$ cat config.mk
export PLATFORM = sky130hd
export DESIGN_NAME = nearest_neighbor_scale_addresser
export DESIGN_NICKNAME = d
export VERILOG_FILES = /design/src/rtl/nnsa_pkg.sv /design/src/rtl/nearest_neighbor_scale_addresser.sv
export SDC_FILE = /design/constraint.sdc
export NUM_CORES = 2
export LEC_CHECK = 0
export ABC_AREA = 1
export BUFFER_PORTS_ARGS = -buffer_cell sky130_fd_sc_hd__buf_2
export CORE_AREA = 2 2 403 405
export CTS_BUF_LIST = sky130_fd_sc_hd__clkbuf_4 sky130_fd_sc_hd__clkbuf_8 sky130_fd_sc_hd__clkbuf_16
export CTS_CLUSTER_SIZE = 24
export DETAILED_ROUTE_END_ITERATION = 7
export DIE_AREA = 0 0 405 407
export PLACE_DENSITY_LB_ADDON = 0.15
export SKIP_CTS_REPAIR_TIMING = 1
export SYNTH_ARGS = -nofsm -noshare
export SYNTH_HDL_FRONTEND = slang
export SYNTH_SLANG_ARGS = --single-unit
$ cat constraint.sdc
create_clock -name i_clk -period 39.3 [get_ports i_clk]
set_input_delay 3.93 -clock i_clk [delete_from_list [all_inputs] [get_ports i_clk]]
set_output_delay 3.93 -clock i_clk [all_outputs]
set_load 0.02 [all_outputs]
$ cat src/rtl/nnsa_pkg.sv
// ----------------------------------------------------------------------------
// nnsa_pkg
// Types and constants for the nearest-neighbour scale addresser.
// ----------------------------------------------------------------------------
package nnsa_pkg;

    localparam int unsigned COORD_W    = 12;
    localparam int unsigned DIM_W      = 13;
    localparam int unsigned PITCH_W    = 20;
    localparam int unsigned ADDR_W     = 32;
    localparam int unsigned PROD_W     = COORD_W + DIM_W;     // d*src
    localparam int unsigned WORDS_W    = ADDR_W - 2;          // 4 bytes per pixel
    localparam int unsigned CFG_DATA_W = 32;
    localparam int unsigned COORD_MAX  = 4095;

    typedef enum logic [2:0] {
        CFG_SOURCE_WIDTH  = 3'd0,
        CFG_SOURCE_HEIGHT = 3'd1,
        CFG_TARGET_WIDTH  = 3'd2,
        CFG_TARGET_HEIGHT = 3'd3,
        CFG_SOURCE_PITCH  = 3'd4,
        CFG_TARGET_PITCH  = 3'd5,
        CFG_SOURCE_BASE   = 3'd6,
        CFG_TARGET_BASE   = 3'd7
    } t_cfg_idx;

    typedef struct packed {
        logic [COORD_W-1:0] out_x;
        logic [COORD_W-1:0] out_y;
    } t_in_word;

    typedef struct packed {
        logic [COORD_W-1:0] in_x;
        logic [COORD_W-1:0] in_y;
        logic [ADDR_W-1:0]  read_address;
        logic [ADDR_W-1:0]  write_address;
        logic               out_of_range;
    } t_out_word;

    // one pipeline stage; fields are filled in as the word moves down
    typedef struct packed {
        logic [COORD_W-1:0] ox;
        logic [COORD_W-1:0] oy;
        logic               oor;
        logic [PROD_W-1:0]  rx;      // product, then partial remainder
        logic [PROD_W-1:0]  ry;
        logic [COORD_W-1:0] qx;      // quotient, then source coordinate
        logic [COORD_W-1:0] qy;
        logic               satx;
        logic               saty;
        logic [WORDS_W-1:0] wlin;    // destination word offset
        logic [ADDR_W-1:0]  waddr;
        logic [WORDS_W-1:0] rlin;    // source row word offset
        logic [ADDR_W-1:0]  raddr;
    } t_stg;

endpackage

$ cat src/rtl/nearest_neighbor_scale_addresser.sv
// Nearest-neighbour scale addresser: one destination pixel word enters per
// clock unless the pipeline is stalled, and results leave one per clock when
// the output side keeps up. The pipeline is built around the two quotient
// dividers (d*src/dst on each axis), restoring dividers unrolled into six
// stages of two quotient bits each, plus a multiply stage and a quotient
// overflow check in front and the saturation, source row multiply and
// address add behind. Empty stages close up under back-pressure, so the
// input stays ready while any stage holds a bubble.
// ----------------------------------------------------------------------------
// nearest_neighbor_scale_addresser
// Maps destination coordinates to nearest-neighbour source coordinates and
// forms the source and destination byte addresses.
// ----------------------------------------------------------------------------
module nearest_neighbor_scale_addresser #(
    parameter int MAX_DIM = 4096
) (
    input  logic                           i_clk,
    input  logic                           i_rst_n,
    input  logic                           i_cfg_we,
    input  nnsa_pkg::t_cfg_idx             i_cfg_idx,
    input  logic [nnsa_pkg::CFG_DATA_W-1:0] i_cfg_data,
    input  logic                           i_valid,
    output logic                           o_ready,
    input  nnsa_pkg::t_in_word             i_data,
    output logic                           o_valid,
    input  logic                           i_ready,
    output nnsa_pkg::t_out_word            o_data
);
    import nnsa_pkg::*;

    localparam int NSTG = 11;
    localparam int unsigned LIM_I =
        (MAX_DIM - 1 > COORD_MAX) ? COORD_MAX : MAX_DIM - 1;
    localparam logic [COORD_W-1:0] LIM = COORD_W'(LIM_I);

    logic [DIM_W-1:0]   r_src_w, r_src_h, r_tgt_w, r_tgt_h;
    logic [PITCH_W-1:0] r_src_pitch, r_tgt_pitch;
    logic [ADDR_W-1:0]  r_src_base, r_tgt_base;

    logic [NSTG-1:0] r_vld;
    logic [NSTG-1:0] stg_rdy;
    t_stg            r_stg [NSTG];
    t_stg            n_stg [NSTG];

    // configuration
    always_ff @(posedge i_clk) begin
        if (!i_rst_n) begin
            r_src_w     <= DIM_W'(1);
            r_src_h     <= DIM_W'(1);
            r_tgt_w     <= DIM_W'(1);
            r_tgt_h     <= DIM_W'(1);
            r_src_pitch <= '0;
            r_tgt_pitch <= '0;
            r_src_base  <= '0;
            r_tgt_base  <= '0;
        end else if (i_cfg_we) begin
            case (i_cfg_idx)
                CFG_SOURCE_WIDTH:  r_src_w     <= i_cfg_data[DIM_W-1:0];
                CFG_SOURCE_HEIGHT: r_src_h     <= i_cfg_data[DIM_W-1:0];
                CFG_TARGET_WIDTH:  r_tgt_w     <= i_cfg_data[DIM_W-1:0];
                CFG_TARGET_HEIGHT: r_tgt_h     <= i_cfg_data[DIM_W-1:0];
                CFG_SOURCE_PITCH:  r_src_pitch <= i_cfg_data[PITCH_W-1:0];
                CFG_TARGET_PITCH:  r_tgt_pitch <= i_cfg_data[PITCH_W-1:0];
                CFG_SOURCE_BASE:   r_src_base  <= i_cfg_data[ADDR_W-1:0];
                CFG_TARGET_BASE:   r_tgt_base  <= i_cfg_data[ADDR_W-1:0];
                default: ;
            endcase
        end
    end

    // two restoring steps per stage, quotient bits hi and hi-1
    function automatic t_stg div_stage(t_stg s, logic [DIM_W-1:0] dw,
                                       logic [DIM_W-1:0] dh, int hi);
        logic [PROD_W-1:0]          dx;
        logic [PROD_W-1:0]          dy;
        logic [$clog2(COORD_W)-1:0] b;
        for (int j = 0; j < 2; j++) begin
            b  = ($clog2(COORD_W))'(hi - j);
            dx = PROD_W'(dw) << b;
            dy = PROD_W'(dh) << b;
            if (s.rx >= dx) begin
                s.rx    = s.rx - dx;
                s.qx[b] = 1'b1;
            end
            if (s.ry >= dy) begin
                s.ry    = s.ry - dy;
                s.qy[b] = 1'b1;
            end
        end
        return s;
    endfunction

    always_comb begin
        // stage 0: products and range flag
        n_stg[0]      = '0;
        n_stg[0].ox   = i_data.out_x;
        n_stg[0].oy   = i_data.out_y;
        n_stg[0].oor  = (DIM_W'(i_data.out_x) >= r_tgt_w) ||
                        (DIM_W'(i_data.out_y) >= r_tgt_h);
        n_stg[0].rx   = PROD_W'(i_data.out_x) * PROD_W'(r_src_w);
        n_stg[0].ry   = PROD_W'(i_data.out_y) * PROD_W'(r_src_h);
        n_stg[0].wlin = WORDS_W'(i_data.out_y) * WORDS_W'(r_tgt_pitch[PITCH_W-1:2]);

        // stage 1: quotient overflow check, destination word offset
        n_stg[1]      = r_stg[0];
        n_stg[1].qx   = '0;
        n_stg[1].qy   = '0;
        n_stg[1].satx = r_stg[0].rx >= {r_tgt_w, {COORD_W{1'b0}}};
        n_stg[1].saty = r_stg[0].ry >= {r_tgt_h, {COORD_W{1'b0}}};
        n_stg[1].wlin = r_stg[0].wlin + WORDS_W'(r_stg[0].ox);

        // stages 2..7: division, bits 11 down to 0
        for (int k = 2; k <= 7; k++) begin
            n_stg[k] = div_stage(r_stg[k-1], r_tgt_w, r_tgt_h, 15 - 2 * k);
        end
        n_stg[2].waddr = r_tgt_base + {r_stg[1].wlin, 2'b00};

        // stage 8: zero divisor and saturation
        n_stg[8] = r_stg[7];
        if (r_tgt_w == '0) begin
            n_stg[8].qx = '0;
        end else if (r_stg[7].satx || r_stg[7].qx > LIM) begin
            n_stg[8].qx = LIM;
        end
        if (r_tgt_h == '0) begin
            n_stg[8].qy = '0;
        end else if (r_stg[7].saty || r_stg[7].qy > LIM) begin
            n_stg[8].qy = LIM;
        end

        // stage 9: source row offset
        n_stg[9]      = r_stg[8];
        n_stg[9].rlin = WORDS_W'(r_stg[8].qy) * WORDS_W'(r_src_pitch[PITCH_W-1:2]);

        // stage 10: source address
        n_stg[10]       = r_stg[9];
        n_stg[10].raddr = r_src_base +
                          {r_stg[9].rlin + WORDS_W'(r_stg[9].qx), 2'b00};
    end

    // a stage takes a new word when it is empty or its word moves on
    always_comb begin
        stg_rdy[NSTG-1] = !r_vld[NSTG-1] || i_ready;
        for (int k = NSTG - 2; k >= 0; k--) begin
            stg_rdy[k] = !r_vld[k] || stg_rdy[k+1];
        end
    end

    always_ff @(posedge i_clk) begin
        if (!i_rst_n) begin
            r_vld <= '0;
        end else begin
            if (stg_rdy[0]) r_vld[0] <= i_valid;
            for (int k = 1; k < NSTG; k++) begin
                if (stg_rdy[k]) r_vld[k] <= r_vld[k-1];
            end
        end
    end

    always_ff @(posedge i_clk) begin
        for (int k = 0; k < NSTG; k++) begin
            if (stg_rdy[k]) r_stg[k] <= n_stg[k];
        end
    end

    assign o_ready = stg_rdy[0];
    assign o_valid = r_vld[NSTG-1];

    always_comb begin
        o_data.in_x          = r_stg[NSTG-1].qx;
        o_data.in_y          = r_stg[NSTG-1].qy;
        o_data.read_address  = r_stg[NSTG-1].raddr;
        o_data.write_address = r_stg[NSTG-1].waddr;
        o_data.out_of_range  = r_stg[NSTG-1].oor;
    end

    a_rst_empty: assert property (@(posedge i_clk) disable iff (!i_rst_n)
        $past(!i_rst_n) |-> !o_valid)
        else $error("output valid straight after reset");

    a_take_enters: assert property (@(posedge i_clk) disable iff (!i_rst_n)
        i_valid && o_ready |=> r_vld[0])
        else $error("accepted word missing from first stage");

    a_full_on_stall: assert property (@(posedge i_clk) disable iff (!i_rst_n)
        !o_ready |-> (&r_vld) && !i_ready)
        else $error("input stalled with a bubble in the pipeline");

    a_coord_lim: assert property (@(posedge i_clk) disable iff (!i_rst_n)
        o_valid |-> o_data.in_x <= LIM && o_data.in_y <= LIM)
        else $error("source coordinate above limit");

endmodule

==> impl_metrics.csv <==
group,metric,value,unit
floorplan,die_area,165000,µm²
clock_network,cts_buffers,121,
floorplan,fp.coreArea,160000,µm²
yosys,syn_area_per_cell,8.54,µm²
finish,fin_nets,11700,
critical_path,cpPeakStageDelay,0.48,ns
critical_path,path_buf_inv,4,
sta,drv_slew,0,
finish,fillers,14200,
finish,area_growth,8.35,%
critical_path,reg2reg_to,"r_stg[5][171]",
finish,final_common_cell,"nand2_1",
drt,drtAntennaViolNets,0,
finish,ff_latch_area,31900,µm²
yosys,yosysUniqueCellTypes,62,
yosys,yosys_warnings,0,
critical_path,r2r_start,"r_tgt_h[1]",
yosys,ys.flop_type,"edfxtp_1",
place,dp_hpwl,186,mm
global_routing,gr-usage-all-layers,0.299,
job,drv_cap,0,
sta,period_share,0.334,
critical_path,crit_slowest_cell,"nor2_1",
sta,finalSetupViolCount,0,
place,place.gp.congestion,0.940,
drt,viasPerCell,5.43,
sta,slew_headroom,0.337,
critical_path,worstPathArrival,9.19,ns
floorplan,io_pins,155,
critical_path,path_depth,15,
sta,rsz0062_at_grt,"false",
critical_path,cp_common_cell,"nor2_1",
critical_path,cp-end-kind,"primary output",
critical_path,path_class,"input pin to primary output",
global_routing,grt_max_degree,78,
floorplan,start_util,0.549,
sta,fmax,76.2,MHz
worst_hold_path,hold_path_class,"flip-flop to flip-flop",
yosys,synth_edf_count,953,
critical_path,critical_path.top_delay_family,"simple AND/OR/NAND/NOR gates",
global_routing,grt_first_pass_wirelength,381,mm
clock_network,cts.sinks,1116,
drt,routed_wl,243,mm
clock_network,clk_pin_slew_worst_paths,0.07,ns
yosys,synth_area,87900,µm²
sta,hold_viol,0,
clock_network,htreeDepth,3,
place,dpl-instance-area,90800,µm²
worst_hold_path,holdPathStages,0,
drt,drc,0,
power_and_ir_drop,power_density,76.0,nW/µm²
critical_path,worst-path-max-fanout,59,
critical_path,ff2ff_path_depth,22,
yosys,synth_seq_area_share,0.363,
sta,fin_crit,13.12,ns
finish,fin_util,0.595,
yosys,ys_async_sr_fraction,0,
clock_network,clockBufferDepth,3,
finish,finish.instance_area,95300,µm²
finish,multi_input_area,48500,µm²
power_and_ir_drop,peakVddDrop,0.0633,mV
power_and_ir_drop,leakagePower,46.7,nW
worst_hold_path,min_from,"r_stg[5][88]",
clock_network,clk_latency,0.82,ns
critical_path,start_kind,"input pin",
critical_path,rrSetupSlack,32.87,ns
clock_network,cts_tree,"yes",
floorplan,die_y,407,µm
drt,wl_per_cell,19.2,µm
drt,num_vias,68700,
finish,drive_gt1_frac,0.0542,
global_routing,overflow,0,
status,status,"finished clean",
global_routing,antenna_found_initial,15,
critical_path,cp_data_required_time,35.37,ns
drt,dr.pass1.iters,8,
finish,final_cell_mix,"nand2_1, inv_1, edfxtp_1",
floorplan,std_cell_rows,147,
sta,tightest_slew,0.981,ns
drt,drt_iter0_markers,5675,
clock_network,cts_root_buf,"clkbuf_16",
global_routing,grt_pass1_vias,68300,
yosys,synth_nets,11600,
place,io_buffers,154,
sta,finalClockSkew,0.0847,ns
yosys,synthCells,10300,
yosys,ys_ff_latch,1116,
worst_hold_path,min_to,"r_stg[6][88]",
critical_path,crit_chain,"buf_2 > nor2_1 > inv_4 > nor2_1 > nand2_2 > buf_4 > nor2_1 > nand2_4 > nor2_1 > nand2_4 > nor2_1 > nand2_4 > nor2_1 > nand2_4 > buf_2",
sta,tns,0,ns
floorplan,die_x,405,µm
-- cells in the mapped netlist, types with 9 or more instances --
master	number	area [µm²]
xor2_1	276	2420
o21a_1	11	82.6
nand3b_1	24	180
nand3_2	25	250
nor2_4	12	135
o21ai_1	25	125
nand2_2	19	119
nor2_2	14	87.6
edfxtp_1	953	28600
fa_1	566	11300
nor2_1	848	3180
inv_1	1723	6470
buf_2	17	85.1
o2111ai_1	13	114
buf_1	16	60.1
a21boi_0	19	143
ha_1	706	8830
clkbuf_1	192	721
nor3_1	74	370
nor4_1	32	200
o21bai_1	36	270
a31oi_1	33	206
nand2_1	2626	9860
buf_6	16	180
nand4_1	129	807
nand2_4	9	101
xnor2_1	188	1650
dfxtp_1	163	3260
nand3_1	418	2090
inv_2	15	56.3
a21o_1	33	248
or2_2	14	87.6
a21oi_1	493	2470
a211oi_1	10	75.1
o21ai_0	473	2370
-- how the worst max path moves through the flow --
stage,startpoint,endpoint,slack [ns]
floorplan,i_ready,o_ready,18.39
global placement,i_ready,o_ready,26.20
detailed placement,i_ready,o_ready,26.12
CTS,i_ready,o_ready,26.13
global route,i_ready,o_ready,25.72
finish,i_ready,o_ready,26.18
-- cells by family (layout without fill, tap and decap cells) --
| logic type | after synthesis | in the layout | synth area share |
|---|---|---|---|
| other | 0 | 5 | 0 |
| buffers and inverters | 1991 | 2181 | 0.0869 |
| adder cells (fa/ha/maj) | 1272 | 1272 | 0.229 |
| AO/OA/AOI/OAI | 1176 | 1176 | 0.0724 |
| AND/OR/NAND/NOR | 4279 | 4279 | 0.202 |
| XOR/XNOR | 464 | 464 | 0.0462 |
| flip-flops | 1116 | 1116 | 0.363 |
-- registers in the layout, summed over array words and instances, names as in the netlist --
name / cells
r_stg: 953
r_src_base: 32
r_tgt_base: 32
r_src_pitch: 18
r_tgt_pitch: 18
r_src_h: 13
r_src_w: 13
r_tgt_h: 13
r_tgt_w: 13
r_vld: 11
-- per-stage QoR --
step | hold WS, ns | power (mW) | cells | setup slack [ns]
2_1_floorplan | 0.400 | 5.00 | 10300 | 18.39
3_3_place_gp | 0.401 | 5.88 | 12400 | 26.20
3_5_place_dp | 0.405 | 5.95 | 12400 | 26.12
4_1_cts | 0.387 | 7.23 | 12600 | 26.13
5_1_grt | 0.394 | 7.88 | 12600 | 25.72
6_report | 0.386 | 7.24 | 12700 | 26.18
-- cell type report --
| class | count | area share |
|---|---|---|
| Antenna cell | 5 | 0.000131 |
| Clock buffer | 140 | 0.0335 |
| Clock inverter | 92 | 0.0137 |
| Multi-Input combinational cell | 7191 | 0.509 |
| Tap cell | 2160 | 0.0284 |
| Sequential cell | 1116 | 0.335 |
| Timing Repair Buffer | 207 | 0.0123 |
| Inverter | 1742 | 0.0688 |
-- layer usage --
| metal | up-vias | GRT usage | part of all wire |
|---|---|---|---|
| li1 | 33300 | - | - |
| met1 | 32800 | 0.403 | 0.43 |
| met2 | 2177 | 0.487 | 0.46 |
| met3 | 462 | 0.0472 | 0.071 |
| met4 | 6 | 0.115 | 0.041 |
| met5 | - | 0 | 0.00020 |
-- power by group --
part           internal, mW  total [mW]  switching (mW)
Clock                 0.744        1.26           0.518
Sequential             1.82        2.05           0.235
Combinational          1.45        3.92            2.47
Total                  4.01        7.24            3.23
-- worst reg2reg max path, cell delays in order (launching register included) --
cell      delay [ns]
dfxtp_1         0.56
inv_1           0.37
buf_4           0.37
fa_1            0.54
nand3_1         0.13
nand3_2         0.12
nand2_1         0.08
nand2_1         0.14
a21oi_4         0.23
nand2_4         0.16
inv_1           0.50
o21ai_0         0.32
ha_1            0.37
nand3_1         0.09
nand2_1         0.09
a21oi_1         0.26
o21ai_0         0.22
nand2_1         0.11
nand2_1         0.12
nand3b_2        0.27
nor2_4          0.36
nand3_2         0.48
and2_1          0.34
Note: power is estimated with default switching activity, not from simulation.
